[config.mk]
export PLATFORM = sky130hd
export DESIGN_NAME = length_prefixed_word_deframer
export DESIGN_NICKNAME = d
export VERILOG_FILES = /design/src/sv/lpwd_pkg.sv /design/src/sv/lpwd_in_stage.sv /design/src/sv/lpwd_parser.sv /design/src/sv/lpwd_out_stage.sv /design/src/sv/length_prefixed_word_deframer.sv
export SDC_FILE = /design/constraint.sdc
export NUM_CORES = 1
export LEC_CHECK = 0
export ABC_CLOCK_PERIOD_IN_PS = 5150
export BUFFER_PORTS_ARGS = -buffer_cell sky130_fd_sc_hd__buf_2
export CAP_MARGIN = 20
export CORE_AREA = 5 5 206 108
export DETAILED_ROUTE_END_ITERATION = 8
export DIE_AREA = 0 0 211 113
export PLACE_DENSITY = 0.47
export SYNTH_ARGS = -nofsm -noshare
export SYNTH_HDL_FRONTEND = slang
export SYNTH_SLANG_ARGS = --single-unit
export TNS_END_PERCENT = 1
[constraint.sdc]
create_clock -name clk -period 5.15 [get_ports clk]
set_input_delay 0.515 -clock clk [delete_from_list [all_inputs] [get_ports clk]]
set_output_delay 0.515 -clock clk [all_outputs]
set_load 0.005 [all_outputs]
[src/sv/lpwd_pkg.sv]
package lpwd_pkg;

  // command codes carried with each request
  typedef enum logic {
    CMD_DATA  = 1'b0,
    CMD_CLOSE = 1'b1
  } command_t;

  // result event codes
  typedef enum logic [1:0] {
    EV_WORD     = 2'd0,
    EV_END      = 2'd1,
    EV_ABORT    = 2'd2,
    EV_OVERFLOW = 2'd3
  } event_kind_t;

  localparam int unsigned INDEX_W = 11;

  // one received request
  typedef struct packed {
    command_t    command;
    logic [7:0]  data_byte;
  } item_t;

  // one result request
  typedef struct packed {
    event_kind_t          event_kind;
    logic [31:0]          payload_word;
    logic [INDEX_W-1:0]   word_index;
    logic                 block_last;
  } result_t;

  // result handed from the parser to the output register
  typedef struct packed {
    logic    valid;
    result_t res;
  } push_t;

endpackage

[src/sv/lpwd_in_stage.sv]
module lpwd_in_stage (
  input  logic           clk,
  input  logic           rst,
  input  logic           item_valid,
  output logic           item_ready,
  input  lpwd_pkg::item_t item,
  input  logic           take,
  output logic           held_valid,
  output lpwd_pkg::item_t held_item
);

  logic load;

  // accept whenever the held request is empty or leaving this cycle
  assign item_ready = !held_valid || take;
  assign load       = item_valid && item_ready;

  // valid flag
  always_ff @(posedge clk) begin
    if (rst) begin
      held_valid <= 1'b0;
    end else if (load) begin
      held_valid <= 1'b1;
    end else if (take) begin
      held_valid <= 1'b0;
    end
  end

  // held request payload
  always_ff @(posedge clk) begin
    if (load) begin
      held_item <= item;
    end
  end

endmodule

[src/sv/lpwd_parser.sv]
module lpwd_parser #(
  parameter int unsigned MAX_WORDS = 1024
) (
  input  logic            clk,
  input  logic            rst,
  input  logic            held_valid,
  input  lpwd_pkg::item_t held_item,
  input  logic            out_free,
  output logic            take,
  output lpwd_pkg::push_t push
);

  localparam int unsigned CNT_W = $clog2(MAX_WORDS + 1);
  localparam logic [CNT_W-1:0] MAX_CNT = CNT_W'(MAX_WORDS);

  logic             in_payload, in_payload_next;
  logic [1:0]       byte_phase, byte_phase_next;
  logic [31:0]      shift_assembly, shift_assembly_next;
  logic [31:0]      words_left, words_left_next;
  logic [CNT_W-1:0] word_total, word_total_next;

  logic             has_res;
  lpwd_pkg::result_t res;
  logic [7:0]       b;
  logic [31:0]      wl_dec;

  assign b      = held_item.data_byte;
  assign wl_dec = words_left - 32'd1;

  // per-byte step: next state and result
  always_comb begin
    in_payload_next     = in_payload;
    byte_phase_next     = byte_phase + 2'd1;
    shift_assembly_next = shift_assembly;
    words_left_next     = words_left;
    word_total_next     = word_total;
    has_res             = 1'b0;
    res                 = '0;
    res.event_kind      = lpwd_pkg::EV_WORD;

    if (held_item.command == lpwd_pkg::CMD_CLOSE) begin
      // close: back to reset state, report abort
      in_payload_next     = 1'b0;
      byte_phase_next     = 2'd0;
      shift_assembly_next = '0;
      words_left_next     = '0;
      word_total_next     = '0;
      has_res             = 1'b1;
      res.event_kind      = lpwd_pkg::EV_ABORT;
    end else if (!in_payload) begin
      // header, big-endian count
      if (byte_phase == 2'd0) begin
        shift_assembly_next = {24'd0, b};
      end else begin
        shift_assembly_next = {shift_assembly[23:0], b};
      end
      if (byte_phase == 2'd3) begin
        if (shift_assembly_next == 32'd0) begin
          has_res         = 1'b1;
          res.event_kind  = lpwd_pkg::EV_END;
          res.word_index  = lpwd_pkg::INDEX_W'(word_total);
          word_total_next = '0;
        end else begin
          words_left_next = shift_assembly_next;
          in_payload_next = 1'b1;
        end
      end
    end else begin
      // payload, little-endian word
      unique case (byte_phase)
        2'd0: shift_assembly_next = {24'd0, b};
        2'd1: shift_assembly_next = {shift_assembly[31:16], b, shift_assembly[7:0]};
        2'd2: shift_assembly_next = {shift_assembly[31:24], b, shift_assembly[15:0]};
        2'd3: shift_assembly_next = {b, shift_assembly[23:0]};
        default: shift_assembly_next = shift_assembly;
      endcase
      if (byte_phase == 2'd3) begin
        words_left_next  = wl_dec;
        has_res          = 1'b1;
        res.payload_word = shift_assembly_next;
        res.word_index   = lpwd_pkg::INDEX_W'(word_total);
        res.block_last   = (wl_dec == 32'd0);
        if (wl_dec == 32'd0) begin
          in_payload_next = 1'b0;
        end
        if (word_total < MAX_CNT) begin
          res.event_kind  = lpwd_pkg::EV_WORD;
          word_total_next = word_total + CNT_W'(1);
        end else begin
          res.event_kind  = lpwd_pkg::EV_OVERFLOW;
        end
      end
    end
  end

  // a byte without a result never waits for the output side
  assign take       = held_valid && (!has_res || out_free);
  assign push.valid = take && has_res;
  assign push.res   = res;

  // parser control state
  always_ff @(posedge clk) begin
    if (rst) begin
      in_payload <= 1'b0;
      byte_phase <= 2'd0;
      words_left <= '0;
      word_total <= '0;
    end else if (take) begin
      in_payload <= in_payload_next;
      byte_phase <= byte_phase_next;
      words_left <= words_left_next;
      word_total <= word_total_next;
    end
  end

  // group being assembled
  always_ff @(posedge clk) begin
    if (take) begin
      shift_assembly <= shift_assembly_next;
    end
  end

`ifndef NO_ASSERTIONS
  a_close_resets: assert property (@(posedge clk) disable iff (rst)
    (take && held_item.command == lpwd_pkg::CMD_CLOSE)
      |=> (!in_payload && byte_phase == 2'd0 && word_total == '0))
    else $error("close did not reset the parser");

  a_total_bound: assert property (@(posedge clk) disable iff (rst)
    word_total <= MAX_CNT)
    else $error("word total above limit");

  a_payload_count: assert property (@(posedge clk) disable iff (rst)
    in_payload |-> (words_left != 32'd0))
    else $error("inside a block with no words left");

  a_overflow_full: assert property (@(posedge clk) disable iff (rst)
    (push.valid && push.res.event_kind == lpwd_pkg::EV_OVERFLOW)
      |-> (word_total == MAX_CNT))
    else $error("overflow reported below limit");
`endif

endmodule

[src/sv/lpwd_out_stage.sv]
module lpwd_out_stage (
  input  logic              clk,
  input  logic              rst,
  input  lpwd_pkg::push_t   push,
  output logic              out_free,
  output logic              result_valid,
  input  logic              result_ready,
  output lpwd_pkg::result_t result
);

  // room when empty or being drained this cycle
  assign out_free = !result_valid || result_ready;

  // valid flag
  always_ff @(posedge clk) begin
    if (rst) begin
      result_valid <= 1'b0;
    end else if (push.valid) begin
      result_valid <= 1'b1;
    end else if (result_ready) begin
      result_valid <= 1'b0;
    end
  end

  // result payload
  always_ff @(posedge clk) begin
    if (push.valid) begin
      result <= push.res;
    end
  end

endmodule

[src/sv/length_prefixed_word_deframer.sv]
// each byte is held in the input register; its result goes to the result register
// throughput: one request per cycle sustained; a byte that completes a result waits
// only while the result register is full and not being drained
// the rate is set by the single combinational parse step between input and result registers
// reset: synchronous rst empties both registers and returns the parser to header mode
module length_prefixed_word_deframer #(
  parameter int unsigned MAX_WORDS = 1024
) (
  input  logic              clk,
  input  logic              rst,
  input  logic              item_valid,
  output logic              item_ready,
  input  lpwd_pkg::item_t   item,
  output logic              result_valid,
  input  logic              result_ready,
  output lpwd_pkg::result_t result
);

  logic            held_valid;
  lpwd_pkg::item_t held_item;
  logic            take;
  logic            out_free;
  lpwd_pkg::push_t push;

  // input register
  lpwd_in_stage u_in (
    .clk        (clk),
    .rst        (rst),
    .item_valid (item_valid),
    .item_ready (item_ready),
    .item       (item),
    .take       (take),
    .held_valid (held_valid),
    .held_item  (held_item)
  );

  // header and word parsing
  lpwd_parser #(
    .MAX_WORDS (MAX_WORDS)
  ) u_parser (
    .clk        (clk),
    .rst        (rst),
    .held_valid (held_valid),
    .held_item  (held_item),
    .out_free   (out_free),
    .take       (take),
    .push       (push)
  );

  // result register
  lpwd_out_stage u_out (
    .clk          (clk),
    .rst          (rst),
    .push         (push),
    .out_free     (out_free),
    .result_valid (result_valid),
    .result_ready (result_ready),
    .result       (result)
  );

endmodule

**After elaboration in Yosys (flattened, before gate mapping)**

Index checks and enable logic that the tools add are counted.

- Equality and inequality tests: 5
- Order comparisons: 1
- Add/subtract/negate cells: 3
- Reductions and logical operators: 19
- Bitwise logic cells: 2
- Mux-type cells: 40

Operators with widths:

| cell | count |
|---|---|
| 32-bit 2-to-1 mux | 9 |
| 32-bit case mux with 4 select lines | 1 |
| 11-bit 2-to-1 mux | 9 |
| 32-bit logical NOT | 2 |
| 46-bit 2-to-1 mux | 1 |
| 32-bit by 1-bit subtractor with 32-bit output, second input constant | 1 |
| 1-bit 2-to-1 mux | 16 |
| 11-bit by 1-bit adder with 11-bit output, second input constant | 1 |
| 11-bit < comparator, second input constant | 1 |
| 2-bit 2-to-1 mux | 4 |
| 2-bit nonzero test | 3 |
| 2-bit == test, second input constant | 2 |
| 4-bit AND reduction | 1 |
| 1-bit logical AND | 3 |
| 1-bit logical NOT | 3 |
| 1-bit logical OR | 3 |
| 3-bit by 2-bit inequality test with 1-bit output, second input constant | 1 |
| 3-bit inequality test, second input constant | 1 |
| 3-bit AND reduction | 1 |
| 3-bit nonzero test | 1 |
| 3-bit OR reduction | 1 |
| 2-bit by 1-bit adder with 2-bit output, second input constant | 1 |
| 2-bit by 1-bit == test with 1-bit output, second input constant | 1 |
| 2-bit logical NOT | 1 |
| 1-bit inverter | 2 |

- Input bits: 13
- Flip-flop bits (word level): 135

**Logic depth before layout (Yosys ltp)**

- Word-level depth: 15
- Depth in mapped cells: 11

**By module**

From an unflattened synthesis, not the netlist that was laid out.

- Cell total of the unflattened synthesis: 721
- Area, all modules: 6939.2 um2

By module, submodules not included:

| module | area each (um2) | times used | cells an instance | seq. area each (um2) |
|---|---|---|---|---|
| lpwd_parser | 5186.2 | 1 | 657 | 1881.8 |
| lpwd_out_stage | 1427.6 | 1 | 50 | 1401.3 |
| lpwd_in_stage | 325.3 | 1 | 14 | 290.3 |

**Least setup slack after synthesis**

Ideal clock, no wire load.

- Kind: flip-flop to flip-flop
- Start point: reg u_in.held_item[6] (netlist name)
- End point: reg u_out.result[0] (netlist name)
- Required time: 4699 ps
- Cell stages (with the launch flop): 6
- Arrival: 3334 ps
- Path slack: 1365 ps
- Setup time: 451 ps
- Cell sequence: edfxtp_1 > nor4_1 > nand4_1 > o211ai_2 > a21oi_1 > nor2_1

**Worst setup path in the final report**

- Start point: reg u_in.held_item[2] (netlist name)
- End point: out item_ready

- Longest elaborated chain between the ends: 12

RTL lines:

| what | RTL line | text |
|---|---|---|
| 32-bit 2-to-1 mux | lpwd_parser.sv:52 | `if (byte_phase == 2'd0) begin` |
| 32-bit 2-to-1 mux | lpwd_parser.sv:50 | `end else if (!in_payload) begin` |
| 32-bit 2-to-1 mux | lpwd_parser.sv:41 | `if (held_item.command == lpwd_pkg::CMD_CLOSE) begin` |
| 32-bit logical NOT | lpwd_parser.sv:58 | `if (shift_assembly_next == 32'd0) begin` |
| 1-bit 2-to-1 mux | lpwd_parser.sv:58 |  |
| 1-bit 2-to-1 mux | lpwd_parser.sv:57 | `if (byte_phase == 2'd3) begin` |
| 1-bit 2-to-1 mux | lpwd_parser.sv:50 |  |
| 1-bit 2-to-1 mux | lpwd_parser.sv:41 |  |
| 1-bit logical NOT | lpwd_parser.sv:97 | `assign take = held_valid && (!has_res \|\| out_free);` |
| 1-bit logical OR | lpwd_parser.sv:97 |  |
| 1-bit logical AND | lpwd_parser.sv:97 |  |
| 1-bit logical OR | lpwd_in_stage.sv:15 | `assign item_ready = !held_valid \|\| take;` |
| end, declared | length_prefixed_word_deframer.sv:12 | `output logic item_ready,` |

No other way between the ends. The select of a mux whose other input is x is not followed.

==> reports/results.ini <==
[run_status]
status=completed

[layout]
antenna_cells=0
fill_cells=2034
drive_above_1_share_pct=16.1
nets=792
multi_input_area_um2=3160
seqCellArea_um2=3570
final_cell_mix=nor2_1, edfxtp_1, nand2_1
final_common_cell=nor2_1
synthToLayoutAreaGrowth_pct=15.1

[power_and_ir_drop]
power.switching_uw=650
seqPwrFrac_pct=47.1
intPower_mw=1.93
p_leak_nw=2.72
power_mw=2.58
irDropWorstVdd_v=0.000205
combPwrFrac_pct=7.8
switching_share_pct=25.2
power_density_nw_per_um2=321
clkPwrFrac_pct=45.1

[route]
drtIter0Drc=701
vias=6105
postRouteAntennaNets=0
dr.pass1.iters=5
routed_wl_mm=23.4
vias_per_cell=5.77
routedWlPerCell_um=22.2
drc=0

[clock_network]
clk_latency_ns=0.44
root_buffer=clkbuf_16
numCtsBuffers=17
cts_resized=0
cts_tree=built
cts_hold_buffers=0
postCtsSetupRepairBufs=0
clk_pin_slew_worst_paths_ns=0.05
cts_num_sinks=135
h-tree-depth=4
clock_path_buffers=2

[synthesis]
postSynth.asyncResetShare_pct=0
synth_edf_count=87
yosysSeqAreaShare_pct=51.2
synth_area_um2=6980
ys_types=65
ys_seq_elements=135
postSynthCellCount=734
syn_nets=754
avgSynthCellArea_um2=9.51
ys_warn_count=0
yosys_most_used_dff=edfxtp_1

[worst_setup_path]
cp.required_ns=4.64
slowest_stage=edfxtp_1
path_cells=nor4_1, nand4_1, o211ai_2, a21oi_1, nand2b_1, or2_2, buf_2
r2r_end=u_parser.shift_assembly[21]
critPathLaunchType=register
reg2regPathDepth=8
worstPathMaxFanout=7
path_buf_inv=1
slowest_delay_ns=0.59
cp.arrival_ns=3.07
r2r_slack_ns=1.71
reg2reg_from=u_parser.byte_phase[1]
crit_path_end_kind=output pin
crit_family=simple AND/OR/NAND/NOR gates
path_class=reg -> out

[sta]
rsz0062_at_grt=no
fin_skew_ns=0.0134
min_period_ns=3.59
setup_viol=0
hold_viol_final=0
finalSetupTns_ns=0
max_freq_mhz=279
layout_worst_path_cycle_share_pct=69.7
report.final.slew_viol_count=0
tightest_slew_ns=1.05
slew_headroom_pct=29.5

[min_path]
min_from=item[8]
holdPathEnd=u_in.held_item[8]
hold_path.class=in -> reg
min_path_cells=1

[place]
place.gp.congestion=0.947
port-buffer-count=60
hpwlAfterDp_mm=16.9

[global_route]
grt_overflow=0
grt_pass1_wl_mm=35.8
antenna_found_initial=0
grt_pass1_vias=5829
grt_max_degree=57
grt_usage_pct=19.9

[die]
pin_count=61
die_w_um=211
die_area_um2=23800
rows=37
initial_core_util_pct=34.6
coreArea_um2=20200
die_h_um=113

[job]
maxCapViolCount=0

[how the worst max path moves through the flow]
| stage | start | end | cells past startpoint |
|---|---|---|---|
| after global routing | u_parser.byte_phase[1] | item_ready | 8 |
| final | u_in.held_item[2] | item_ready | 7 |
| after CTS | u_parser.byte_phase[1] | item_ready | 8 |
| after detailed placement | u_parser.byte_phase[1] | u_parser.shift_assembly[11] | 8 |
| after floorplan | u_in.held_item[6] | u_out.result[0] | 5 |
| after global placement | u_in.held_item[4] | u_out.result[0] | 6 |
[state kept, by name, indices dropped and copies added (netlist names)]
signal and count:
u_in.held_item 9, u_parser.word_total 11, u_out.result 46, u_parser.in_payload 1
u_out.result_valid 1, u_parser.words_left 32, u_in.held_valid 1, u_parser.byte_phase 2
u_parser.shift_assembly 32
[per-stage QoR]
stage               cells  area (um^2)  hold WS (ns)  worst slack, ns  util [%]
finish               1058         8030         0.251             1.56      39.8
floorplan             734         6980         0.455             1.36         -
CTS                  1057         8030         0.233             1.61      39.8
global placement     1025         7480         0.492             1.71      37.1
global route         1058         8030         0.233             1.35      39.8
detailed placement   1025         7480         0.488             1.77      37.1
[worst register-to-register path, stage by stage (launching register included)]
cell and delay [ns]:
dfxtp_1 0.67, inv_1 0.15, ha_1 0.47, nand3_1 0.23, o211ai_2 0.19, a21oi_1 0.39, o21ai_0 0.22, inv_1 0.35
buf_4 0.42
[power groups by stage]
stage                     logic, mW  registers [mW]  clock network [mW]
after floorplan               0.134            1.22                   0
after global placement        0.198            1.23                   0
after detailed placement      0.198            1.23                   0
after CTS                     0.199            1.21                1.18
after global routing          0.220            1.22                1.24
final                         0.202            1.21                1.16
[per-layer routing]
metal  routed length, um  part of all wire, %  track usage (%)
met5                  41                 0.17             1.42
met2                8490                   36             24.1
met1               12000                   51             32.2
met4                 363                  1.5             5.31
met3                2550                   11             6.95
[area by class of cell]
cell class | instances | area share [%]
Sequential cell | 135 | 44.5
Multi-Input combinational cell | 537 | 39.3
Clock buffer | 22 | 5.78
Timing Repair Buffer | 70 | 4.67
Tap cell | 273 | 4.25
Clock inverter | 10 | 0.997
Inverter | 11 | 0.514
[logic make-up after synthesis]
family / count (synthesis) / share of synthesized area [%]
simple gates: 321 / 23.2
compound gates: 188 / 18.0
flops: 135 / 51.2
buf+inv: 62 / 3.69
xor+xnor: 19 / 2.38
fa+ha+maj: 7 / 1.25
mux: 2 / 0.287
[cell usage after synthesis, drive strengths merged, types with 11 or more instances]
library cell,instances,share of area (%)
a211oi,19,2.0
a21oi,46,3.3
a22oi,43,4.6
and2,15,1.3
buf,15,1.2
clkbuf,36,1.9
dfxtp,48,14
edfxtp,87,37
inv,11,0.59
nand2,64,3.5
nand3,21,1.8
nor2,126,6.8
nor3,24,1.9
nor4,21,2.8
o21ai,40,2.9
xnor2,12,1.5
(Power assumes the default switching activity.)
